==> src/hw/rtl/tgarle_pkg.sv <==
// tgarle_pkg: shared constants, packet mode codes and structs of the targa rle line encoder
// used by every module of the encoder but tgarle_ram, depends on nothing
package tgarle_pkg;

  // packet and result geometry
  localparam int unsigned MAX_PACKET        = 128;
  localparam int unsigned PIXELS_PER_RESULT = 4;
  localparam int unsigned PIX_W             = 24;
  localparam int unsigned LINE_W            = 16;
  localparam int unsigned PCNT_W            = 3;
  localparam int unsigned CNT_W             = $clog2(MAX_PACKET + 1);
  localparam int unsigned IDX_W             = $clog2(MAX_PACKET);
  localparam int unsigned LANE_W            = $clog2(PIXELS_PER_RESULT);
  localparam int unsigned ITEM_W            = IDX_W - LANE_W;

  // raw buffer: two halves, split into one bank per result lane
  localparam int unsigned BANK_AW    = ITEM_W + 1;
  localparam int unsigned BANK_DEPTH = 2 ** BANK_AW;

  // descriptor queue between front and back
  localparam int unsigned DESC_DEPTH = 4;
  localparam int unsigned DESC_PW    = $clog2(DESC_DEPTH);
  localparam int unsigned DESC_CW    = $clog2(DESC_DEPTH + 1);

  localparam logic [LINE_W-1:0] LINE_WIDTH_RESET = 16'd640;

  // packet mode of the front end
  typedef enum logic [2:0] {
    MODE_EMPTY = 3'b001,
    MODE_RAW   = 3'b010,
    MODE_RUN   = 3'b100
  } mode_e;

  // one closed packet, as handed from front to back
  typedef struct packed {
    logic              is_run;
    logic              uses_buf;
    logic              slot;
    logic [IDX_W-1:0]  cnt_m1;
    logic [PIX_W-1:0]  pixel;
    logic              last;
  } desc_t;

  // up to two packets close on one pixel
  typedef struct packed {
    logic  v0;
    logic  v1;
    desc_t d0;
    desc_t d1;
  } desc_push_t;

  // raw buffer write from the front
  typedef struct packed {
    logic             en;
    logic             slot;
    logic [IDX_W-1:0] idx;
    logic [PIX_W-1:0] data;
  } buf_wr_t;

  // buffer half handed back once its last read is issued
  typedef struct packed {
    logic en;
    logic slot;
  } buf_rel_t;

endpackage

==> src/hw/rtl/tgarle_desc_fifo.sv <==
// tgarle_desc_fifo: short packet descriptor queue, two writes and one read per cycle
// depends on tgarle_pkg
module tgarle_desc_fifo (
  input  logic                           clk_i,
  input  logic                           rst_ni,
  input  tgarle_pkg::desc_push_t         push_i,
  input  logic                           pop_i,
  output tgarle_pkg::desc_t              head_o,
  output logic                           valid_o,
  output logic [tgarle_pkg::DESC_CW-1:0] count_o
);

  tgarle_pkg::desc_t                mem_q [tgarle_pkg::DESC_DEPTH];
  logic [tgarle_pkg::DESC_PW-1:0]   wp_q, wp_d;
  logic [tgarle_pkg::DESC_PW-1:0]   rp_q, rp_d;
  logic [tgarle_pkg::DESC_CW-1:0]   cnt_q, cnt_d;
  logic [tgarle_pkg::DESC_PW-1:0]   wp_next;

  assign wp_next = wp_q + tgarle_pkg::DESC_PW'(1);

  // pointer and fill count update
  always_comb begin
    wp_d  = wp_q + tgarle_pkg::DESC_PW'(push_i.v0) + tgarle_pkg::DESC_PW'(push_i.v1);
    rp_d  = rp_q + tgarle_pkg::DESC_PW'(pop_i);
    cnt_d = cnt_q + tgarle_pkg::DESC_CW'(push_i.v0) + tgarle_pkg::DESC_CW'(push_i.v1)
            - tgarle_pkg::DESC_CW'(pop_i);
  end

  // entry storage
  always_ff @(posedge clk_i) begin
    if (push_i.v0) begin
      mem_q[wp_q] <= push_i.d0;
    end
    if (push_i.v1) begin
      mem_q[wp_next] <= push_i.d1;
    end
  end

  always_ff @(posedge clk_i or negedge rst_ni) begin
    if (!rst_ni) begin
      wp_q  <= '0;
      rp_q  <= '0;
      cnt_q <= '0;
    end else begin
      wp_q  <= wp_d;
      rp_q  <= rp_d;
      cnt_q <= cnt_d;
    end
  end

  assign head_o  = mem_q[rp_q];
  assign valid_o = (cnt_q != '0);
  assign count_o = cnt_q;

endmodule

==> config.mk <==
export PLATFORM = sky130hd
export DESIGN_NAME = tgarle_desc_fifo
export DESIGN_NICKNAME = d
export VERILOG_FILES = /design/src/hw/rtl/tgarle_pkg.sv /design/src/hw/rtl/tgarle_desc_fifo.sv
export SDC_FILE = /design/constraint.sdc
export NUM_CORES = 1
export LEC_CHECK = 0
export BUFFER_PORTS_ARGS = -buffer_cell sky130_fd_sc_hd__buf_2
export CAP_MARGIN = 25
export CORE_MARGIN = 2
export CORE_UTILIZATION = 51
export DETAILED_ROUTE_END_ITERATION = 10
export PLACE_DENSITY = 0.75
export SYNTH_ARGS = -nofsm -noshare
export SYNTH_HDL_FRONTEND = slang
export SYNTH_SLANG_ARGS = --single-unit
==> constraint.sdc <==
create_clock -name clk_i -period 3.62 [get_ports clk_i]
set_clock_uncertainty 0.15 [all_clocks]
set_input_delay 0.724 -clock clk_i [delete_from_list [all_inputs] [get_ports clk_i]]
set_output_delay 0.724 -clock clk_i [all_outputs]
set_load 0.01 [all_outputs]
==> results.txt, run 1 <==
status: finished, final reports clean
wire length per cell: 21.13 um
final hold violations: 0
H-tree depth: 4
grt met2 use: 34.10%
cts bufs inserted: 17
post-layout util: 61.91%
Ys Warns: 0
highest clock rate: 355.9 MHz
syn nets: 450
area delta synth->final: 19.35%
Worst Max-Slew Pin Slew: 772.5 ps
critical path class: flop to output port
largest net degree at the start of global routing: 28
Crit path required time: 2750 ps
die extent in x: 122.4 um
CP Launch Type: flop
DR iter-0 viols: 211
GR Util All Layers: 20.98%
Clock Latency Late Sink: 420 ps
Top Usage Layer GRT: met2
Async S/R FF share, synth: 4.762%
DP HPWL: 9089 um
synth top area cells: edfxtp_1, mux2_2, mux4_2
row cnt: 43
Reg clk slew, reported paths: 60 ps
DR vias/cell: 5.588
area post-placement: 7939 um^2
1st-pass router iterations: 4
leading area contributor after synthesis: edfxtp_1
Slew HR: 48.22%
layout cells sized above 1: 66.40%
Final min period: 2810 ps
CP endpoint kind: output port
DRC viols: 0
final global-route overflow total: 0
Post-CTS Setup Bufs: 0
vias in the first global route: 4181
Chip Height: 122.4 um
top-area cell type share of the netlist area: 58.84%
I/O pins: 114
global-route wire length before repair: 22810 um
syn avg cell area: 19.31 um^2
synthesized area: 7144 um^2
met3 usage: 5.437%
clock tree root buffer cell: clkbuf_16
Critical Path Fanout Max: 22
CTS tree: built
Clock Sinks: 147
Maximum Capacitance Violations: 0
Design Area, Final: 8527 um^2
P_leak: 0.003115 uW
min-delay worst type: flop to flop
Nets: 576
PortBufs: 113
Peak VDD IR: 489.4 uV
top cells by count, synth: edfxtp_1, mux2_2, mux4_2
DIE AREA: 14970 um^2
Max Root-Sink Buffers: 2
RSZ-0062 raised after global routing: no
Initial Utilization: 51.87%
Power Density: 816.1 nW/um^2
Final Max Tran Viols: 0
final worst-path cycle share: 77.62%
sequential cell area fraction in the yosys report: 61.30%
top-count cell post-synth: edfxtp_1
cell count after synthesis: 370
Fin Hold WS: 357.4 ps
Core ar.: 13770 um^2
met1 usage: 27.17%
Hold Crit Depth: 1
number of synthesized register bits: 147
reg2reg path depth: 3
Cell variety after synth: 23
main flop type after synthesis: edfxtp_1
CP arrival: 1940 ps
Via Count: 3856
WL final: 14580 um
# setup viols final: 0
DRT antenna net count: 0
Final Wtd Congestion: 0.7360
Post-synth EDFFs: 140
initial antenna violation count: 2
-- path summary, 6_finish.rpt --
kind / startpoint / endpoint / slack [ps]
min in group asynchronous: rst_ni / count_o[1] / 520
hold reg to reg: count_o[2] / count_o[2] / 360
setup reg to reg: wp_q[1] / mem_q[3][6] / 1170
hold / removal: count_o[2] / count_o[2] / 360
max in group asynchronous: rst_ni / rp_q[0] / 2620
setup / recovery: rp_q[0] / head_o[32] / 810
-- placed cells by master (no fill, tap or decap), types with 2 or more instances in the layout --
master	count
buf_2	113
mux2_1	2
clkbuf_16	17
mux4_2	35
mux2_2	138
ha_1	2
xor2_1	3
inv_1	5
edfxtp_1	140
nor2_4	2
dfrtp_2	2
buf_12	2
bufinv_16	2
o21ai_4	2
dfrtp_1	5
clkinv_2	7
buf_4	13
fa_1	3
clkinv_1	5
-- critical path, stage by stage, from the launching register on --
cell and delay, ps:
dfrtp_2 350, buf_4 410, mux4_2 590, buf_2 160
-- cells by family (layout without fill, tap and decap cells) --
group                    after synthesis  count (layout)  share of synthesized area (%)
buffers and inverters                 28             167                          2.697
AND/OR/NAND/NOR                        8               8                         0.9459
XOR/XNOR                               4               4                         0.4905
multiplexers                         176             176                          33.24
flip-flops                           147             147                          61.30
adder cells (fa/ha/maj)                5               5                          1.191
AO/OA/AOI/OAI                          2               2                         0.1401
other                                  0               1                              0
-- stage by stage --
step                      setup TNS, ps  instances  setup WS [ps]  power [uW]
after floorplan                  -19750        370         -282.1        4514
after global placement                0        655          952.8        5319
after detailed placement              0        655          901.7        5383
after CTS                             0        688          735.7        7020
after global routing                  0        690          700.2        7316
final                                 0        690          810.3        6959
-- sequential cells by signal (all words and copies together), names as in the netlist --
register,cells
wp_q,2
rp_q,2
count_o,3
mem_q,140
-- area by class of cell --
cell class	count	area (um^2)
multi-input cells	195	2610
flip-flops and latches	147	4382
fillers	1032	5246
repair buffers	130	740.7
clock buffers	17	425.4
clock inverters	15	122.6
diodes	1	2.502
well taps	180	225.2
inverters	5	18.77
-- power by group --
group	internal [uW]	switching, uW	total, uW
Clock	992	644	1640
Sequential	2580	203	2780
Combinational	1250	1290	2540
-- metal layers --
layer  vias up  wire, um
met3        16      1005
met5         -        13
met2       132      7181
li1       1761         -
met4         2       212
met1      1945      6169
-- repair_timing --
item | CTS | global route
endpoints found under the hold margin | 7 | 0
resized for setup | 0 | 0
hold buffers | 1 | 0
No activity file was read; power rests on OpenSTA's default activity.
==> run 2, diff against run 1 <==
ABC_AREA = 1   (was not set)
CORE_UTILIZATION = 53   (was 51)
PLACE_DENSITY = 0.76   (was 0.75)
clock period = 2.3 ns   (was 3.62 ns; I/O delays follow)
==> run 2 against run 1 <==
- power is 95% higher
- clock power is 67% higher
- synthesized area is 18% higher
- register-to-register slack worse by 920 ps
- global-route usage is 5.1 points higher
- non-clock buffer count is 24 higher
- worst setup slack worse by 790 ps
==> results.txt, run 2 <==
status: finished, final reports clean
syn nets: 1139 (+150%)
DIE AREA: 16990 um^2 (+13%)
reg2reg path depth: 4 (+1)
number of synthesized register bits: 147 (unchanged)
Slew HR: 50.72% (+2.5 points)
largest net degree at the start of global routing: 74 (+160%)
Chip Height: 130.3 um (+6.5%)
cts bufs inserted: 17 (unchanged)
Final Wtd Congestion: 0.8152 (+11%)
DRT antenna net count: 0 (unchanged)
Clock Latency Late Sink: 430 ps (about the same)
synthesized area: 8459 um^2 (+18%)
sequential cell area fraction in the yosys report: 51.77% (-9.5 points)
DRC viols: 0 (unchanged)
Reg2Reg Setup Slack: 250 ps (-920 ps)
area post-placement: 9201 um^2 (+16%)
Async S/R FF share, synth: 4.762% (unchanged)
die extent in x: 130.3 um (+6.5%)
top cells by count, synth: nand2_1, inv_1, edfxtp_1
sw frac: 40.78% (+10 points)
Nets: 1243 (+120%)
area of the multi-input gates: 2982 um^2 (+14%)
Via Count: 7383 (+91%)
Critical R2R Capture: mem_q[3][26]
max reg flops: 140 (unchanged)
H-tree depth: 4 (unchanged)
Final min period: 2283 ps
setup TNS: 0 ps (unchanged)
combinational cell fraction of total power: 45.9% (+9.4 points)
Post-synth EDFFs: 140 (unchanged)
hold endpoint: rp_q[0]
area delta synth->final: 17.79%
syn avg cell area: 7.988 um^2 (-59%)
I/O pins: 114 (unchanged)
commonest non-fill, non-tap cell in the layout: nand2_1
Sequential Area: 4384 um^2 (about the same)
clock power share: 20.2% (-3.3 points)
Cell variety after synth: 21 (-8.7%)
Power Density: 1359 nW/um^2 (+66%)
Biggest register: mem_q
Placed Cells: 1351 (+110%)
# setup viols final: 0 (unchanged)
Clock Sinks: 147 (unchanged)
Maximum Capacitance Violations: 0 (unchanged)
cell count after synthesis: 1059 (+190%)
Critical Path Fanout Max: 28 (+27%)
row cnt: 46 (+7.0%)
critical path class: flop to output port
top-count cell post-synth: nand2_1
Max Root-Sink Buffers: 2 (unchanged)
fillers: 1304 (+26%)
vias in the first global route: 6940 (+66%)
Initial Utilization: 53.84% (+2.0 points)
PortBufs: 113 (unchanged)
Worst Max-Slew Pin Slew: 739.2 ps (-33.36 ps)
CP endpoint kind: output port
GR Util All Layers: 26.07% (+5.1 points)
WL final: 22120 um (+52%)
P_leak: 0.005127 uW (+65%)
Final Max Tran Viols: 0 (unchanged)
Pint: 8018 uW (+66%)
min-delay worst type: input port to flop
global-route wire length before repair: 33590 um (+47%)
post-route insts no fill: 1392 (+100%)
wire length per cell: 15.89 um (-25%)
Psw: 5521 uW (+160%)
Core ar.: 15710 um^2 (+14%)
diode count: 0 (-1)
hold path startpoint: pop_i
1st-pass router iterations: 5 (+1)
Post-Place Worst Slack: 96.78 ps (-804.9 ps)
final hold violations: 0 (unchanged)
CTS tree: built
FF-to-FF Start: wp_q[1]
initial antenna violation count: 0 (-2)
top-area cell type share of the netlist area: 49.70% (-9.1 points)
Flop pwr share: 33.9% (-6.1 points)
fin worst setup slack: 16.57 ps (-793.7 ps)
DR iter-0 viols: 738 (+250%)
CP Launch Type: flop
Peak VDD IR: 747.4 uV (+53%)
final global-route overflow total: 0 (unchanged)
most frequent cells in the layout: nand2_1, inv_1, edfxtp_1
DR vias/cell: 5.304 (-5.1%)
clock tree root buffer cell: clkbuf_16
CP arrival: 1670 ps (-270 ps)
layout cells sized above 1: 16.84% (-50 points)
Reg clk slew, reported paths: 60 ps (about the same)
Hold Crit Depth: 2 (+1)
highest clock rate: 437.9 MHz
overall power: 13540 uW (+95%)
leading area contributor after synthesis: edfxtp_1
DP HPWL: 13480 um (+48%)
Ys Warns: 0 (unchanged)
final worst-path cycle share: 99.28%
synth top area cells: edfxtp_1, nand2_1, inv_1
Crit path required time: 1690 ps (-1060 ps)
main flop type after synthesis: edfxtp_1
Design Area, Final: 9965 um^2 (+17%)
run 2: cell types whose count changed after synthesis, moves of 36 or more:
cell     delta
nand2_1   +431
inv_1     +176
mux2_2    -138
nand3_1   +109
nand4_1    +70
buf_2      +36
run 2: metrics by stage:
step	hold WS (ps)	utilization (%)
final	179.8	63.42
after global routing	178.3	63.42
after CTS	155.0	62.34
after detailed placement	160.7	58.56
after global placement	161.1	58.56
after floorplan	14.41	-
run 2: worst max-delay path by stage:
stage | from | to | slack [ps] | depth (start not counted)
final | rp_q[0] | head_o[34] | 20 | 6
after global routing | rp_q[0] | head_o[34] | -30 | 6
after CTS | rp_q[0] | head_o[24] | 6 | 6
after detailed placement | push_i[71] | count_o[2] | 100 | 10
after global placement | push_i[71] | count_o[2] | 150 | 10
after floorplan | push_i[70] | mem_q[0][0] | 40 | 4
run 2: power groups by stage:
| stage | sequential, uW | combinational [uW] | clock, uW |
|---|---|---|---|
| 2_1_floorplan | 4480 | 3890 | 0 |
| 5_1_grt | 4690 | 6820 | 2840 |
| 4_1_cts | 4580 | 5800 | 2750 |
| 6_report | 4590 | 6210 | 2740 |
| 3_5_place_dp | 4630 | 5750 | 0 |
| 3_3_place_gp | 4600 | 5600 | 0 |
run 2: area by class of cell:
class                           instances  share of cell area, %
Multi-Input combinational cell        658                  29.92
Sequential cell                       147                  44.00
Timing Repair Buffer                  154                  10.46
Tap cell                              216                  2.712
Inverter                              185                  7.145
Clock inverter                         13                  1.419
Clock buffer                           19                  4.345
run 2: cells by family (layout without fill, tap and decap cells):
family                   count (synthesis)  after routing  share of synthesized area (%)
AND/OR/NAND/NOR                        616            616                          31.70
buffers and inverters                  254            371                          13.25
flip-flops                             147            147                          51.77
AO/OA/AOI/OAI                           35             35                          2.071
adder cells (fa/ha/maj)                  5              5                          1.006
XOR/XNOR                                 2              2                         0.2071
run 2: repair_timing:
item | in CTS | in global routing
setup endpoints to repair | 35 | 32
gates resized for setup | 3 | 12
pin swaps | 0 | 1
buffers inserted | 0 | 4
gates cloned | 0 | 4
hold buffers | 1 | 0
hold endpoints to repair | 7 | 0
run 2: critical path, stage by stage (launching register included):
cell,delay (ps)
dfrtp_2,460
buf_4,170
buf_12,160
nand2_1,80
nand3_1,100
nand2_1,150
buf_6,120
run 2: layer usage:
metal	vias to the layer above	wire [um]	global-route usage [%]
met5	-	0	0
met4	0	660	11.95
met3	54	1932	4.756
met2	402	11190	45.73
met1	3331	8332	31.35
li1	3596	-	-
