[src/hw/rtl/tgarle_pkg.sv]
// tgarle_pkg: shared constants, packet mode codes and structs of the targa rle line encoder
// used by every module of the encoder but tgarle_ram, depends on nothing
package tgarle_pkg;

  // packet and result geometry
  localparam int unsigned MAX_PACKET        = 128;
  localparam int unsigned PIXELS_PER_RESULT = 4;
  localparam int unsigned PIX_W             = 24;
  localparam int unsigned LINE_W            = 16;
  localparam int unsigned PCNT_W            = 3;
  localparam int unsigned CNT_W             = $clog2(MAX_PACKET + 1);
  localparam int unsigned IDX_W             = $clog2(MAX_PACKET);
  localparam int unsigned LANE_W            = $clog2(PIXELS_PER_RESULT);
  localparam int unsigned ITEM_W            = IDX_W - LANE_W;

  // raw buffer: two halves, split into one bank per result lane
  localparam int unsigned BANK_AW    = ITEM_W + 1;
  localparam int unsigned BANK_DEPTH = 2 ** BANK_AW;

  // descriptor queue between front and back
  localparam int unsigned DESC_DEPTH = 4;
  localparam int unsigned DESC_PW    = $clog2(DESC_DEPTH);
  localparam int unsigned DESC_CW    = $clog2(DESC_DEPTH + 1);

  localparam logic [LINE_W-1:0] LINE_WIDTH_RESET = 16'd640;

  // packet mode of the front end
  typedef enum logic [2:0] {
    MODE_EMPTY = 3'b001,
    MODE_RAW   = 3'b010,
    MODE_RUN   = 3'b100
  } mode_e;

  // one closed packet, as handed from front to back
  typedef struct packed {
    logic              is_run;
    logic              uses_buf;
    logic              slot;
    logic [IDX_W-1:0]  cnt_m1;
    logic [PIX_W-1:0]  pixel;
    logic              last;
  } desc_t;

  // up to two packets close on one pixel
  typedef struct packed {
    logic  v0;
    logic  v1;
    desc_t d0;
    desc_t d1;
  } desc_push_t;

  // raw buffer write from the front
  typedef struct packed {
    logic             en;
    logic             slot;
    logic [IDX_W-1:0] idx;
    logic [PIX_W-1:0] data;
  } buf_wr_t;

  // buffer half handed back once its last read is issued
  typedef struct packed {
    logic en;
    logic slot;
  } buf_rel_t;

endpackage

[src/hw/rtl/tgarle_front.sv]
// tgarle_front: takes pixels, tracks the open packet and the line column, writes raw pixels
// and pushes closed packets as descriptors; depends on tgarle_pkg
module tgarle_front (
  input  logic                           clk_i,
  input  logic                           rst_ni,
  input  logic                           cfg_we_i,
  input  logic [tgarle_pkg::LINE_W-1:0]  cfg_wdata_i,
  input  logic                           push_i,
  input  logic [tgarle_pkg::PIX_W-1:0]   pixel_value_i,
  output logic                           full_o,
  input  logic [tgarle_pkg::DESC_CW-1:0] fifo_count_i,
  output tgarle_pkg::desc_push_t         push_o,
  output tgarle_pkg::buf_wr_t            wr_o,
  input  tgarle_pkg::buf_rel_t           rel_i
);

  tgarle_pkg::mode_e                mode_q, mode_d;
  logic [tgarle_pkg::CNT_W-1:0]     cnt_q, cnt_d;
  logic [tgarle_pkg::PIX_W-1:0]     prev_q, prev_d;
  logic [tgarle_pkg::LINE_W-1:0]    col_q, col_d;
  logic [tgarle_pkg::LINE_W-1:0]    width_q;
  logic                             slot_q, slot_d;
  logic [1:0]                       busy_q, busy_d;

  logic                             accept;
  logic                             same;
  logic                             eol;
  logic [tgarle_pkg::LINE_W:0]      col_inc;
  logic [tgarle_pkg::LINE_W:0]      width_lim;
  logic                             open_pkt;
  logic                             emit_a;
  logic                             emit_b;
  tgarle_pkg::desc_t                desc_a;
  tgarle_pkg::desc_t                desc_b;

  // stall while the queue lacks room for two packets or the other buffer half still drains
  assign full_o = busy_q[~slot_q]
                  || (fifo_count_i > tgarle_pkg::DESC_CW'(tgarle_pkg::DESC_DEPTH - 2));
  assign accept = push_i && !full_o;
  assign same   = (pixel_value_i == prev_q);

  // line end, a zero width means a full 65536 pixel line
  assign col_inc   = {1'b0, col_q} + (tgarle_pkg::LINE_W + 1)'(1);
  assign width_lim = (width_q == '0) ? {1'b1, tgarle_pkg::LINE_W'(0)} : {1'b0, width_q};
  assign eol       = (col_inc >= width_lim);

  // packet classification for one pixel
  always_comb begin
    mode_d   = mode_q;
    cnt_d    = cnt_q;
    prev_d   = prev_q;
    slot_d   = slot_q;
    busy_d   = busy_q;
    col_d    = col_q;
    open_pkt = 1'b0;
    emit_a   = 1'b0;
    emit_b   = 1'b0;
    desc_a   = '0;
    desc_b   = '0;
    wr_o     = '0;

    // back end is done with a buffer half
    if (rel_i.en) begin
      busy_d[rel_i.slot] = 1'b0;
    end

    if (accept) begin
      unique case (mode_q)
        tgarle_pkg::MODE_RUN: begin
          if (same) begin
            cnt_d = cnt_q + tgarle_pkg::CNT_W'(1);
          end else begin
            emit_a          = 1'b1;
            desc_a.is_run   = 1'b1;
            desc_a.slot     = slot_q;
            desc_a.cnt_m1   = tgarle_pkg::IDX_W'(cnt_q - tgarle_pkg::CNT_W'(1));
            desc_a.pixel    = prev_q;
            open_pkt        = 1'b1;
          end
        end
        tgarle_pkg::MODE_RAW: begin
          if (same && (cnt_q == tgarle_pkg::CNT_W'(1))) begin
            mode_d = tgarle_pkg::MODE_RUN;
            cnt_d  = tgarle_pkg::CNT_W'(2);
          end else if (same) begin
            // repeated pixel closes the raw packet and opens in the other half
            emit_a          = 1'b1;
            desc_a.uses_buf = 1'b1;
            desc_a.slot     = slot_q;
            desc_a.cnt_m1   = tgarle_pkg::IDX_W'(cnt_q - tgarle_pkg::CNT_W'(1));
            desc_a.pixel    = prev_q;
            busy_d[slot_q]  = 1'b1;
            slot_d          = ~slot_q;
            open_pkt        = 1'b1;
          end else begin
            wr_o.en   = 1'b1;
            wr_o.slot = slot_q;
            wr_o.idx  = cnt_q[tgarle_pkg::IDX_W-1:0];
            wr_o.data = pixel_value_i;
            cnt_d     = cnt_q + tgarle_pkg::CNT_W'(1);
            prev_d    = pixel_value_i;
          end
        end
        tgarle_pkg::MODE_EMPTY: begin
          open_pkt = 1'b1;
        end
        default: begin
          open_pkt = 1'b1;
        end
      endcase

      // new packet starts at this pixel
      if (open_pkt) begin
        mode_d    = tgarle_pkg::MODE_RAW;
        cnt_d     = tgarle_pkg::CNT_W'(1);
        prev_d    = pixel_value_i;
        wr_o.en   = 1'b1;
        wr_o.slot = slot_d;
        wr_o.idx  = '0;
        wr_o.data = pixel_value_i;
      end

      // close at line end or at the packet limit
      emit_b = (mode_d != tgarle_pkg::MODE_EMPTY)
               && (eol || (cnt_d >= tgarle_pkg::CNT_W'(tgarle_pkg::MAX_PACKET)));
      if (emit_b) begin
        desc_b.is_run   = (mode_d == tgarle_pkg::MODE_RUN);
        desc_b.uses_buf = (mode_d == tgarle_pkg::MODE_RAW) && (cnt_d >= tgarle_pkg::CNT_W'(2));
        desc_b.slot     = slot_d;
        desc_b.cnt_m1   = tgarle_pkg::IDX_W'(cnt_d - tgarle_pkg::CNT_W'(1));
        desc_b.pixel    = prev_d;
        desc_b.last     = 1'b1;
        if (desc_b.uses_buf) begin
          busy_d[slot_d] = 1'b1;
          slot_d         = ~slot_d;
        end
        mode_d = tgarle_pkg::MODE_EMPTY;
        cnt_d  = '0;
      end
      desc_a.last = !emit_b;

      col_d = eol ? '0 : col_inc[tgarle_pkg::LINE_W-1:0];
    end
  end

  // descriptors in packet order
  always_comb begin
    push_o = '0;
    if (emit_a) begin
      push_o.v0 = 1'b1;
      push_o.d0 = desc_a;
      push_o.v1 = emit_b;
      push_o.d1 = desc_b;
    end else begin
      push_o.v0 = emit_b;
      push_o.d0 = desc_b;
    end
  end

  // state and line width register
  always_ff @(posedge clk_i or negedge rst_ni) begin
    if (!rst_ni) begin
      mode_q  <= tgarle_pkg::MODE_EMPTY;
      cnt_q   <= '0;
      prev_q  <= '0;
      col_q   <= '0;
      slot_q  <= 1'b0;
      busy_q  <= '0;
      width_q <= tgarle_pkg::LINE_WIDTH_RESET;
    end else begin
      mode_q <= mode_d;
      cnt_q  <= cnt_d;
      prev_q <= prev_d;
      col_q  <= col_d;
      slot_q <= slot_d;
      busy_q <= busy_d;
      if (cfg_we_i) begin
        width_q <= cfg_wdata_i;
      end
    end
  end

endmodule

[config.mk]
export PLATFORM = sky130hd
export DESIGN_NAME = tgarle_front
export DESIGN_NICKNAME = d
export VERILOG_FILES = /design/src/hw/rtl/tgarle_pkg.sv /design/src/hw/rtl/tgarle_front.sv
export SDC_FILE = /design/constraint.sdc
export NUM_CORES = 1
export LEC_CHECK = 0
export BUFFER_PORTS_ARGS = -buffer_cell sky130_fd_sc_hd__buf_4
export CAP_MARGIN = 10
export CORE_MARGIN = 2
export CORE_UTILIZATION = 50
export CTS_CLUSTER_SIZE = 14
export DETAILED_ROUTE_END_ITERATION = 7
export GPL_TIMING_DRIVEN = 0
export PLACE_DENSITY_LB_ADDON = 0.15
export RECOVER_POWER = 100
export SLEW_MARGIN = 30
export SYNTH_ARGS = -nofsm -noshare
export SYNTH_HDL_FRONTEND = slang
export SYNTH_SLANG_ARGS = --single-unit
[constraint.sdc]
create_clock -name clk_i -period 11 [get_ports clk_i]
set_input_delay 0.55 -clock clk_i [delete_from_list [all_inputs] [get_ports clk_i]]
set_output_delay 0.55 -clock clk_i [all_outputs]
set_load 0.03 [all_outputs]
==> impl_metrics.env <==
export IMPL_status="finished with violations"
export IMPL_violations="capacitance limit, slew limit"
export IMPL_wl_met3_um=1109
export IMPL_design_die_area_um2=11640
export IMPL_top_layer="met4"
export IMPL_cpPeakStageDelay_ns=0.50
export IMPL_ir_drop_mv=0.06754
export IMPL_critPathCaptureType="primary output"
export IMPL_rows=37
export IMPL_grt_usage_pct=28.02
export IMPL_hold_path_startpoint="cfg_wdata_i[13]"
export IMPL_post_cts_buffers=0
export IMPL_worst_path_most_repeated_cell="clkbuf_1"
export IMPL_wl_met2_um=7922
export IMPL_drt_wl_total_um=16030
export IMPL_power_leakage_nw=3.194
export IMPL_layoutNonFillerInstCount=970
export IMPL_num_antenna_cells=0
export IMPL_vias=5445
export IMPL_fmax_ghz=0.1691
export IMPL_netlist_top_cells_count="nand2_1 (140), dfrtp_1 (67), o21ai_0 (46)"
export IMPL_crit_path_top_delay_cell="or3_1"
export IMPL_fin_nets=905
export IMPL_post_place_ws_ns=5.927
export IMPL_cts_resized=0
export IMPL_final_area_um2=6579
export IMPL_htree_num_levels=3
export IMPL_place_inst=954
export IMPL_cts_sinks=70
export IMPL_layout_setup_ws_ns=5.086
export IMPL_die_h_um=107.9
export IMPL_start_util_pct=51.82
export IMPL_hold_buffers=0
export IMPL_fin_skew_ns=0.01914
export IMPL_drv_cap=2
export IMPL_numCtsBuffers=9
export IMPL_antenna_found_initial=0
export IMPL_critPathTopFamily="simple AND/OR/NAND/NOR gates"
export IMPL_ant_nets=0
export IMPL_drt_iter0_markers=292
export IMPL_viasPerCell=5.613
export IMPL_finalSetupViolCount=0
export IMPL_drt_pre_antenna_iters=5
export IMPL_setup_tns_ns=0
export IMPL_holdPathEnd="width_q[13]$_DFFE_PN0P_"
export IMPL_synthCells=665
export IMPL_drv_slew=81
export IMPL_path_buf_inv=3
export IMPL_grt_pass1_vias=5310
export IMPL_crit_arrival_ns=5.36
export IMPL_critPathMaxFanout=10
export IMPL_hpwl_um=12260
export IMPL_p_switching_mw=0.2915
export IMPL_remaining_drc_errors=0
export IMPL_die_w_um=107.9
export IMPL_rr_worst_depth=13
export IMPL_cp_start_kind="flip-flop"
export IMPL_rrSetupSlack_ns=6.21
export IMPL_rr_endpoint="mode_q[0]$_DFFE_PN1P_"
export IMPL_seqPwrFrac_pct=41.1
export IMPL_insertion_delay_ns=0.36
export IMPL_rsz0062_at_grt="no"
export IMPL_pwr_share_clk_pct=27.2
export IMPL_min_path_cells=3
export IMPL_path_class="reg2out"
export IMPL_grt_max_degree=71
export IMPL_synth_top_cell_area_share_pct=31.06
export IMPL_placed_area_um2=6695
export IMPL_drt_met1_wl_um=6757
export IMPL_synth_main_ff_cell="dfrtp_1"
export IMPL_hold_viol=0
export IMPL_overflow=0
export IMPL_power_density_nw_per_um2=119.6
export IMPL_synth_most_common_cell="nand2_1"
export IMPL_slew_headroom_pct=-157.1
export IMPL_pin_count=155
export IMPL_swShare_pct=37.04
export IMPL_synth_seq_cells=70
export IMPL_worstPathCellList="ha_1 > nand4_1 > or3_1 > nor2_1 > nand3_1 > xnor2_1 > ha_1 > a21o_1 > a21o_1 > a221oi_1 > o221ai_1 > or3_1 > clkbuf_1 > nand2_1 > clkbuf_1 > o2bb2ai_1 > clkbuf_1"
export IMPL_ys_async_sr_fraction_pct=100.0
export IMPL_intPower_mw=0.4955
export IMPL_r2r_start="col_q[0]$_DFFE_PN0P_"
export IMPL_place_gp_congestion=0.9529
export IMPL_synth_cell_types=69
export IMPL_ys_warn_count=0
export IMPL_total_power_mw=0.7870
export IMPL_drive_gt1_share_pct=15.59
export IMPL_synth_area_per_cell_um2=8.117
export IMPL_io_buffers=146
export IMPL_hold_path_class="in2reg"
export IMPL_tightest_slew_ns=3.856
export IMPL_worstPathRequired_ns=10.45
export IMPL_synth_area_um2=5398
export IMPL_period_needed_ns=5.914
export IMPL_cts_tree="yes"
export IMPL_synth_edf_count=0
export IMPL_cts_root_buf="clkbuf_8"
export IMPL_post_drt_wl_per_cell_um=16.52
export IMPL_synthTopCellsByArea="dfrtp_1 (31%), nand2_1 (9.7%), ha_1 (6.3%)"
export IMPL_ctsLongestPathBuffers=2
export IMPL_min_period_over_period_pct=53.76
export IMPL_yosysTopAreaCell="dfrtp_1"
export IMPL_grt_pass1_wl_um=25830
export IMPL_cts_clk_slew_worst_paths_ns=0.08
export IMPL_pwr_share_comb_pct=31.7
export IMPL_synth_seq_area_share_pct=32.52
export IMPL_design_core_area_um2=10420
export IMPL_syn_to_final_growth_pct=21.88
logic make-up (layout without fill, tap and decap cells):
family                     count (synthesis)  after routing  synth area share (%)
buffers and inverters                     89            251                 7.557
and+or+nand+nor                          279            279                 25.38
other                                      1              8               0.06947
AOI/OAI and AO/OA                        144            144                 19.05
muxes                                      7              7                 1.368
xor gates and xnor gates                  48             48                 7.789
DFF                                       70             70                 32.52
adders and majority gates                 27             27                 6.259
metal layers:
| metal | up-vias | global-route usage [%] |
|---|---|---|
| li1 | 2611 | - |
| met1 | 2594 | 35.33 |
| met2 | 219 | 48.38 |
| met3 | 21 | 7.203 |
| met4 | 0 | 6.319 |
| met5 | - | 0 |
worst register-to-register path: stages (launching register included):
cell and delay (ns):
dfrtp_1 0.44, ha_1 0.28, nand4_1 0.22, or3_1 0.50, nor2_1 0.25, nand3_1 0.17, xnor2_1 0.16, ha_1 0.31
a21o_1 0.16, a21o_1 0.17, a221oi_1 0.31, o221ai_1 0.37, o31ai_1 1.05, o21ai_0 0.27
cell usage in the layout (no fill, tap or decap), types with 3 or more instances in the layout:
cell type  instances
nor2b_1            5
clkbuf_1          94
xnor2_1           36
nand2b_1          11
ha_1              27
a211o_1            3
nor2_1            23
a31oi_1            3
nand4_1           15
nor3_1             6
dfrtp_1           67
nand3_1           11
and2_0            24
nand2_1          142
and4_1             3
a21oi_1           11
a21o_1             4
o41ai_1            3
or2_2              4
xor2_1            12
inv_1             45
a22oi_1            5
o2bb2ai_1         21
dfstp_2            3
and3_1             9
o22ai_1            5
o21ai_0           46
and2_1             9
o2bb2ai_2          3
o31ai_1           14
mux2i_1            4
buf_4             87
nor4_1             6
conb_1             8
clkbuf_8           9
or3_1              5
mux2_2             3
layout make-up:
cell class / instances / area (µm²)
plain buffers: 42 / 216.5
clock buffers: 9 / 123.9
clock inverters: 7 / 73.82
fillers: 969 / 3837
inverters: 47 / 176.4
multi-input cells: 513 / 3226
flip-flops and latches: 70 / 1755
well taps: 136 / 170.2
repair buffers: 146 / 837.1
sequential cells by signal, summed over array words and instances, names as in the netlist:
register / cells
busy_q: 2
cnt_q: 8
col_q: 16
mode_q: 3
prev_q: 24
slot_q: 1
width_q: 16
worst max path at each step:
stage / from / end / cells past startpoint
2_1_floorplan: col_q[0]$_DFFE_PN0P_ / push_o[66] / 14
3_3_place_gp: col_q[2]$_DFFE_PN0P_ / push_o[66] / 16
3_5_place_dp: col_q[0]$_DFFE_PN0P_ / push_o[52] / 17
4_1_cts: col_q[0]$_DFFE_PN0P_ / push_o[52] / 17
5_1_grt: col_q[0]$_DFFE_PN0P_ / push_o[54] / 17
6_report: col_q[0]$_DFFE_PN0P_ / push_o[56] / 17
power by group through the flow:
stage	sequential (mW)	combinational (mW)	clock (mW)
floorplan	0.318	0.180	0
global placement	0.325	0.245	0
detailed placement	0.327	0.253	0
CTS	0.323	0.255	0.217
global route	0.328	0.278	0.228
finish	0.323	0.250	0.214
through the flow:
step / util [%] / hold WS, ns
detailed placement: 64.28 / 0.4939
finish: 63.16 / 0.3993
global placement: 64.23 / 0.4735
CTS: 66.17 / 0.3640
floorplan: - / 0.2544
global route: 63.16 / 0.3981
Note: power is estimated with default switching activity, not from simulation.
