### config.mk
export PLATFORM = sky130hd
export DESIGN_NAME = tgarle_back
export DESIGN_NICKNAME = d
export VERILOG_FILES = /design/src/hw/rtl/tgarle_pkg.sv /design/src/hw/rtl/tgarle_back.sv
export SDC_FILE = /design/constraint.sdc
export NUM_CORES = 1
export LEC_CHECK = 0
export BUFFER_PORTS_ARGS = -buffer_cell sky130_fd_sc_hd__buf_4
export CORE_AREA = 4 4 97 99
export CTS_CLUSTER_DIAMETER = 200
export DETAILED_ROUTE_END_ITERATION = 6
export DIE_AREA = 0 0 101 103
export HOLD_SLACK_MARGIN = 0.05
export PLACE_DENSITY = 0.72
export SYNTH_ARGS = -nofsm -noshare
export SYNTH_HDL_FRONTEND = slang
export SYNTH_SLANG_ARGS = --single-unit
### constraint.sdc
create_clock -name clk_i -period 3.5 [get_ports clk_i]
set_input_delay 0.7 -clock clk_i [delete_from_list [all_inputs] [get_ports clk_i]]
set_output_delay 0.7 -clock clk_i [all_outputs]
set_load 0.02 [all_outputs]
### src/hw/rtl/tgarle_pkg.sv
// tgarle_pkg: shared constants, packet mode codes and structs of the targa rle line encoder
// used by every module of the encoder but tgarle_ram, depends on nothing
package tgarle_pkg;

  // packet and result geometry
  localparam int unsigned MAX_PACKET        = 128;
  localparam int unsigned PIXELS_PER_RESULT = 4;
  localparam int unsigned PIX_W             = 24;
  localparam int unsigned LINE_W            = 16;
  localparam int unsigned PCNT_W            = 3;
  localparam int unsigned CNT_W             = $clog2(MAX_PACKET + 1);
  localparam int unsigned IDX_W             = $clog2(MAX_PACKET);
  localparam int unsigned LANE_W            = $clog2(PIXELS_PER_RESULT);
  localparam int unsigned ITEM_W            = IDX_W - LANE_W;

  // raw buffer: two halves, split into one bank per result lane
  localparam int unsigned BANK_AW    = ITEM_W + 1;
  localparam int unsigned BANK_DEPTH = 2 ** BANK_AW;

  // descriptor queue between front and back
  localparam int unsigned DESC_DEPTH = 4;
  localparam int unsigned DESC_PW    = $clog2(DESC_DEPTH);
  localparam int unsigned DESC_CW    = $clog2(DESC_DEPTH + 1);

  localparam logic [LINE_W-1:0] LINE_WIDTH_RESET = 16'd640;

  // packet mode of the front end
  typedef enum logic [2:0] {
    MODE_EMPTY = 3'b001,
    MODE_RAW   = 3'b010,
    MODE_RUN   = 3'b100
  } mode_e;

  // one closed packet, as handed from front to back
  typedef struct packed {
    logic              is_run;
    logic              uses_buf;
    logic              slot;
    logic [IDX_W-1:0]  cnt_m1;
    logic [PIX_W-1:0]  pixel;
    logic              last;
  } desc_t;

  // up to two packets close on one pixel
  typedef struct packed {
    logic  v0;
    logic  v1;
    desc_t d0;
    desc_t d1;
  } desc_push_t;

  // raw buffer write from the front
  typedef struct packed {
    logic             en;
    logic             slot;
    logic [IDX_W-1:0] idx;
    logic [PIX_W-1:0] data;
  } buf_wr_t;

  // buffer half handed back once its last read is issued
  typedef struct packed {
    logic en;
    logic slot;
  } buf_rel_t;

endpackage

### src/hw/rtl/tgarle_back.sv
// tgarle_back: turns packet descriptors into result words, reading up to four raw pixels
// per word from the banked buffer; depends on tgarle_pkg
module tgarle_back (
  input  logic                          clk_i,
  input  logic                          rst_ni,
  input  tgarle_pkg::desc_t             head_i,
  input  logic                          head_valid_i,
  output logic                          head_pop_o,
  output tgarle_pkg::buf_rel_t          rel_o,
  output logic                          rd_en_o,
  output logic [tgarle_pkg::BANK_AW-1:0] rd_addr_o,
  input  logic [tgarle_pkg::PIXELS_PER_RESULT-1:0][tgarle_pkg::PIX_W-1:0] rdata_i,
  output logic                          empty_o,
  input  logic                          pop_i,
  output logic                          has_header_o,
  output logic [7:0]                    packet_header_o,
  output logic [tgarle_pkg::PCNT_W-1:0] pixel_count_o,
  output logic [tgarle_pkg::PIXELS_PER_RESULT-1:0][tgarle_pkg::PIX_W-1:0] pixels_o,
  output logic                          last_of_step_o
);

  typedef struct packed {
    logic                          has_header;
    logic [7:0]                    header;
    logic [tgarle_pkg::PCNT_W-1:0] take;
    logic                          last;
    logic                          uses_buf;
    logic [tgarle_pkg::PIX_W-1:0]  pixel;
  } word_meta_t;

  logic [tgarle_pkg::ITEM_W-1:0] item_q, item_d;
  logic                          valid_q, valid_d;
  word_meta_t                    meta_q, meta_d;
  logic [tgarle_pkg::CNT_W-1:0]  rem;
  logic                          last_item;
  logic [tgarle_pkg::PCNT_W-1:0] take;
  logic                          pop_acc;
  logic                          issue;

  // pixels left in the packet from this word on
  assign rem = tgarle_pkg::CNT_W'({1'b0, head_i.cnt_m1}) + tgarle_pkg::CNT_W'(1)
               - tgarle_pkg::CNT_W'({item_q, tgarle_pkg::LANE_W'(0)});
  assign last_item = !head_i.uses_buf
                     || (rem <= tgarle_pkg::CNT_W'(tgarle_pkg::PIXELS_PER_RESULT));
  assign take = !head_i.uses_buf ? tgarle_pkg::PCNT_W'(1)
              : last_item ? rem[tgarle_pkg::PCNT_W-1:0]
              : tgarle_pkg::PCNT_W'(tgarle_pkg::PIXELS_PER_RESULT);

  // a new word starts when the result register is free or being taken
  assign pop_acc = pop_i && valid_q;
  assign issue   = head_valid_i && (!valid_q || pop_acc);

  assign head_pop_o = issue && last_item;
  assign rel_o.en   = issue && last_item && head_i.uses_buf;
  assign rel_o.slot = head_i.slot;
  assign rd_en_o    = issue && head_i.uses_buf;
  assign rd_addr_o  = {head_i.slot, item_q};

  // word counter and result register
  always_comb begin
    item_d  = item_q;
    valid_d = valid_q;
    meta_d  = meta_q;
    if (issue) begin
      item_d            = last_item ? '0 : item_q + tgarle_pkg::ITEM_W'(1);
      valid_d           = 1'b1;
      meta_d.has_header = (item_q == '0);
      meta_d.header     = (item_q == '0) ? {head_i.is_run, head_i.cnt_m1} : 8'd0;
      meta_d.take       = take;
      meta_d.last       = head_i.last && last_item;
      meta_d.uses_buf   = head_i.uses_buf;
      meta_d.pixel      = head_i.pixel;
    end else if (pop_acc) begin
      valid_d = 1'b0;
    end
  end

  always_ff @(posedge clk_i or negedge rst_ni) begin
    if (!rst_ni) begin
      item_q  <= '0;
      valid_q <= 1'b0;
    end else begin
      item_q  <= item_d;
      valid_q <= valid_d;
    end
  end

  always_ff @(posedge clk_i) begin
    meta_q <= meta_d;
  end

  // result fields, unused lanes read zero
  always_comb begin
    for (int k = 0; k < tgarle_pkg::PIXELS_PER_RESULT; k++) begin
      if (meta_q.uses_buf) begin
        pixels_o[k] = (tgarle_pkg::PCNT_W'(k) < meta_q.take) ? rdata_i[k] : '0;
      end else begin
        pixels_o[k] = (k == 0) ? meta_q.pixel : '0;
      end
    end
  end

  assign empty_o         = !valid_q;
  assign has_header_o    = meta_q.has_header;
  assign packet_header_o = meta_q.header;
  assign pixel_count_o   = meta_q.take;
  assign last_of_step_o  = meta_q.last;

endmodule
==> out/results.ini, run 1 <==
[sta]
period_share=0.991
period_minus_slack_ps=3470
worst_pin_slew_ps=902
finalHoldViolCount=0
slew_headroom=0.399
setup_viol=0
fin_ws_ps=32.5
whs_ps=199
finClkSkew_ps=7.93
slew_violations=0
max_freq_mhz=288

[place]
gp_congestion=0.926
post-place-ws_ps=7.15
placed_cells=647
dp_hpwl_mm=9.13
placed_area_sq_um=4750
portBuffers=251

[yosys]
synth.distinct_cells=35
ys_seq_area_frac=0.460
yosys.area.top_type=edfxtp_1
syn_avg_cell_area_sq_um=9.20
synthesis.area_sq_um=2810
yosysTopAreaCellShare=0.407
synthCells=305
ys_warn_count=0
synth.net_count=453
synth.area.top_cells=edfxtp_1 (41%), and2_1 (12%), ha_1 (5.8%), and3_1 (5.6%), dfrtp_1 (5.4%)
synth-seq-cells=44

[worst_setup_path]
crit_arrival_ps=2770
end_kind=output port
rr_worst_depth=13
critPathKind=input pin to output port
worstSetupStartpointType=input pin
critPathMaxFanout=3
crit_required_ps=2800

[clock_tree]
clk_latency_ps=290
h-tree-depth=2
cts_tree=yes
cts.path.max_buffers=2
cts_inserted_buffers=5
ctsRootBufferMaster=clkbuf_8
path_clk_slew_ps=80
cts.sinks=44

[power]
power.density_nw_per_um2=418
ir_drop_uv=345
leakagePower_nw=2.57

[route]
drc=0
via_per_inst=4.58
ant_nets=0
wl_mm=10.9
detail_route.wl_per_cell_um=16.5
dr.pass1.iters=6
drtIter0Drc=50
dr_total_vias=3011

[outcome]
status=completed

[layout]
final_cell_mix=buf_4 (261), and2_1 (56), edfxtp_1 (38)
final_cells=658
antenna_cells=0
nets=697
multi_input_area_sq_um=1320
final_cell_area_sq_um=4980
fill_cells=763
final-seq-area_sq_um=1290
drive_gt1_frac=0.527
area_growth_pct=77.7
final_common_cell=buf_4

[grt]
antenna_found_initial=0
track_usage=0.187
grt_max_degree=39
grt_pass1_wl_mm=15.0
grt_pass1_vias=2864
grt_overflow=0

[worst_hold_path]
worstHoldPathType=input pin to asynchronous set/reset pin

[die]
rows=34
coreArea_sq_um=8550
start_util=0.328
fp.dieH_um=103
die_x_um=101
dieArea_sq_um=10400
io_pins=255

[flow_run]
cap_violations=0

-- cells by family (layout without fill, tap and decap cells) --
logic type,Yosys count,in the layout,share of synthesized area
AOI/OAI and AO/OA,48,48,0.103
xor gates and xnor gates,2,2,0.00625
DFF,44,44,0.460
adders and majority gates,13,13,0.0580
and+or+nand+nor,137,137,0.273
buffers and inverters,61,306,0.0990
-- state kept, by name, summed over array words and instances (netlist names) --
register / count
meta_q: 25
packet_header_o: 8
item_q: 5
pixel_count_o: 3
has_header_o: 1
last_of_step_o: 1
valid_q: 1
-- metal layers --
layer	share of wire	up-vias	GRT usage
met2	0.53	144	0.341
met1	0.36	1353	0.221
met4	0.023	0	0.0481
met5	0	-	0
li1	-	1495	-
met3	0.089	19	0.0467
-- area by class of cell --
class,instances,area share
timing repair buffer,263,0.398
multi-input combinational,200,0.264
sequential,44,0.259
tap,108,0.0271
inverter,35,0.0269
clock buffer,7,0.0193
clock inverter,1,0.00602
-- what timing repair did --
action | in CTS | in global routing
resized for setup | 1 | 16
pin swaps | 0 | 7
hold endpoints to repair | 0 | 0
setup buffers | 1 | 2
hold buffers | 0 | 0
gates cloned | 0 | 0
endpoints found under the setup margin | 1 | 2
-- final timing paths --
path / start / to / slack, ps
max in group asynchronous: rst_ni / item_q[2] / 3170
min in group clk_i: valid_q / valid_q / 550
hold reg to reg: valid_q / valid_q / 550
setup / recovery: head_i[28] / head_pop_o / 30
setup reg to reg: item_q[0] / item_q[3] / 700
hold / removal: rst_ni / item_q[0] / 200
-- report_power, final --
| group | internal (mW) | leakage (nW) | switching [mW] |
|---|---|---|---|
| clock | 0.252 | 0.0645 | 0.169 |
| combinational | 0.465 | 2.07 | 0.513 |
| sequential | 0.638 | 0.438 | 0.0484 |
| total | 1.36 | 2.57 | 0.730 |
-- critical path, cell delays in order --
cell	delay [ps]
buf_4	130
ha_4	240
ha_4	260
or4b_4	460
a211oi_2	230
a21oi_1	80
a21oi_2	220
a31oi_2	150
nor2_2	150
buf_6	130
-- metrics by stage --
stage	TNS, ps	utilization	power [mW]
2_1_floorplan	0	-	1.21
3_3_place_gp	0	0.556	1.57
3_5_place_dp	0	0.556	1.60
4_1_cts	0	0.572	2.03
5_1_grt	-64.6	0.583	2.20
6_report	0	0.583	2.08
-- synth_stat cells --
cell / n
nor4b_1: 1
inv_1: 35
a21oi_2: 1
and2_1: 56
nand4bb_1: 1
nand2_1: 30
o311ai_1: 2
edfxtp_1: 38
or4b_1: 1
o32ai_1: 1
ha_1: 13
o31a_1: 1
o22ai_1: 1
nand2b_1: 6
buf_4: 13
o2bb2ai_1: 1
xor2_1: 1
nand2_2: 1
o21ai_0: 26
a211oi_2: 1
nor2_1: 7
nand3_1: 6
a21oi_1: 4
nor3_1: 1
and3_1: 25
o21ai_1: 5
o21a_1: 2
or2_2: 1
a31oi_1: 1
nor2b_1: 1
a211o_1: 1
a31oi_2: 1
clkbuf_1: 13
xnor2_1: 1
dfrtp_1: 6
Power figures use the tool's default switching activity.
==> run 2: changes to the inputs <==
--- a/config.mk
+++ b/config.mk
@@ -6,12 +6,12 @@
 export NUM_CORES = 1
 export LEC_CHECK = 0
 export BUFFER_PORTS_ARGS = -buffer_cell sky130_fd_sc_hd__buf_4
-export CORE_AREA = 4 4 97 99
+export CORE_AREA = 4 4 98 100
 export CTS_CLUSTER_DIAMETER = 200
 export DETAILED_ROUTE_END_ITERATION = 6
-export DIE_AREA = 0 0 101 103
+export DIE_AREA = 0 0 102 104
 export HOLD_SLACK_MARGIN = 0.05
-export PLACE_DENSITY = 0.72
+export PLACE_DENSITY = 0.71
 export SYNTH_ARGS = -nofsm -noshare
 export SYNTH_HDL_FRONTEND = slang
 export SYNTH_SLANG_ARGS = --single-unit
==> run 2 against run 1 <==
Effect of this change: sequential power down 1%; combinational power down 0.4%; final area down 0.53%; clock-buffer cell count down 1; non-clock buffer count up 2; total power down 3.9%; sequential share of layout area up 0.14 points; via count down 0.90%; global-route usage down 0.31 points; hold slack worse by 8.1 ps; critical path depth up 1; critical path type unchanged; critical endpoint unchanged.
==> out/results.ini, run 2 (synthesis gave the netlist of run 1 again) <==
[grt]
grt_max_degree=49  ; was 39
grt_pass1_wl_mm=15.2  ; was 15.0 mm
grt_overflow=0  ; unchanged
track_usage=0.184  ; was 0.187
grt_pass1_vias=2875  ; was 2864
antenna_found_initial=0  ; unchanged

[sta]
finalHoldViolCount=0  ; unchanged
period_minus_slack_ps=3420  ; was 3470 ps
fin_setup_tns_ps=0  ; unchanged
fin_ws_ps=75.8  ; was 32.5 ps
period_share=0.978  ; was 0.991
worst_pin_slew_ps=939  ; was 902 ps
finClkSkew_ps=10.6  ; was 7.93 ps
max_freq_mhz=292  ; was 288 MHz
slew_headroom=0.374  ; was 0.399
slew_violations=0  ; unchanged
setup_viol=0  ; unchanged

[die]
io_pins=255  ; unchanged
dieArea_sq_um=10600  ; was 10400 sq um
coreArea_sq_um=8680  ; was 8550 sq um
fp.dieH_um=104  ; was 103 um
start_util=0.323  ; was 0.328
die_x_um=102  ; was 101 um
rows=34  ; unchanged

[place]
placed_cells=649  ; was 647
portBuffers=251  ; unchanged
gp_congestion=0.860  ; was 0.926
dp_hpwl_mm=9.09  ; was 9.13 mm
placed_area_sq_um=4770  ; was 4750 sq um
post-place-ws_ps=50.1  ; was 7.15 ps

[layout]
final_cell_mix=buf_4 (265), and2_1 (56), edfxtp_1 (38)  ; was buf_4 (261), and2_1 (56), edfxtp_1 (38)
nets=699  ; was 697
final_cell_area_sq_um=4960  ; was 4980 sq um
top_register=meta_q  ; unchanged
final-seq-area_sq_um=1290  ; unchanged
final_common_cell=buf_4  ; unchanged
multi_input_area_sq_um=1300  ; was 1320 sq um
antenna_cells=0  ; unchanged
drive_gt1_frac=0.525  ; was 0.527
area_growth_pct=76.8  ; was 77.7%
final_cells=660  ; was 658
largest_reg_flops=25  ; unchanged
fill_cells=801  ; was 763

[clock_tree]
cts.sinks=44  ; unchanged
cts_inserted_buffers=5  ; unchanged
cts_tree=yes  ; unchanged
cts.path.max_buffers=2  ; unchanged
ctsRootBufferMaster=clkbuf_8  ; unchanged
path_clk_slew_ps=90  ; was 80 ps
h-tree-depth=2  ; unchanged
clk_latency_ps=300  ; was 290 ps
ctsHoldBuffers=0  ; unchanged

[worst_setup_path]
rr_worst_depth=12  ; was 13
end_kind=output port  ; unchanged
crit_arrival_ps=2720  ; was 2770 ps
critPathKind=input pin to output port  ; unchanged
r2r_slack_ps=780  ; was 700 ps
worstSetupStartpointType=input pin  ; unchanged
r2r_start=item_q[1]  ; was item_q[0]
crit_required_ps=2800  ; about the same
reg2reg_to=item_q[4]  ; was item_q[3]
critPathMaxFanout=3  ; unchanged

[power]
ir_drop_uv=307  ; was 345 uV
total_power_mw=2.00  ; was 2.08 mW
power.density_nw_per_um2=404  ; was 418 nW/um^2
leakagePower_nw=2.57  ; about the same

[route]
detail_route.wl_per_cell_um=16.1  ; was 16.5 um
wl_mm=10.6  ; was 10.9 mm
drc=0  ; unchanged
wl_met1_mm=3.74  ; was 3.92 mm
drtIter0Drc=88  ; was 50
wl_met3_um=859  ; was 970 um
dr.pass1.iters=4  ; was 6
top_layer=met4  ; unchanged
via_per_inst=4.52  ; was 4.58
ant_nets=0  ; unchanged
route.met2.wl_mm=5.73  ; was 5.74 mm
dr_total_vias=2984  ; was 3011

[worst_hold_path]
worstHoldPathType=input pin to asynchronous set/reset pin  ; unchanged

[outcome]
status=completed  ; unchanged

[flow_run]
cap_violations=0  ; unchanged

## run 2: critical path, stage by stage
cell and delay [ps]:
buf_4 130, ha_4 270, inv_1 40, ha_2 160, or4b_4 490, a211oi_2 260
a21oi_2 60, a21oi_2 190, a31oi_2 130, nor2_1 140, buf_4 160
## run 2: power breakdown
| part | total, mW | internal, mW | switching (mW) |
|---|---|---|---|
| clock | 0.351 | 0.182 | 0.168 |
| combinational | 0.974 | 0.468 | 0.506 |
| sequential | 0.679 | 0.637 | 0.0415 |
| total | 2.00 | 1.29 | 0.716 |
## run 2: area by class of cell
cell class                      instances  share of cell area
Timing Repair Buffer                  265               0.401
Multi-Input combinational cell        200               0.263
Sequential cell                        44               0.261
Tap cell                              108              0.0273
Inverter                               35              0.0265
Clock buffer                            6              0.0189
Clock inverter                          2             0.00252
## run 2: metal layers
layer | global-route usage | up-vias
met3 | 0.0443 | 18
li1 | - | 1498
met2 | 0.348 | 125
met4 | 0.0581 | 0
met5 | 0 | -
met1 | 0.196 | 1343
## run 2: through the flow
step | util | hold WS (ps)
6_report | 0.571 | 191
4_1_cts | 0.562 | 182
3_3_place_gp | 0.549 | 502
5_1_grt | 0.571 | 165
2_1_floorplan | - | 404
3_5_place_dp | 0.549 | 505
## run 2: how the worst max path moves through the flow
| stage | start | depth (start not counted) | end | slack [ps] |
|---|---|---|---|---|
| floorplan | head_i[28] | 8 | head_pop_o | 110 |
| global placement | head_i[28] | 10 | rel_o[1] | 30 |
| detailed placement | head_i[28] | 10 | rel_o[1] | 50 |
| CTS | item_q[0] | 11 | rel_o[1] | 30 |
| global route | item_q[1] | 10 | head_pop_o | -10 |
| finish | head_i[27] | 11 | head_pop_o | 80 |
## run 2: repair_timing
action | 4_1_cts | 5_1_grt
setup endpoints to repair | 2 | 2
pin swaps | 0 | 4
endpoints found under the hold margin | 0 | 0
gates resized for setup | 1 | 10
buffers inserted | 0 | 3
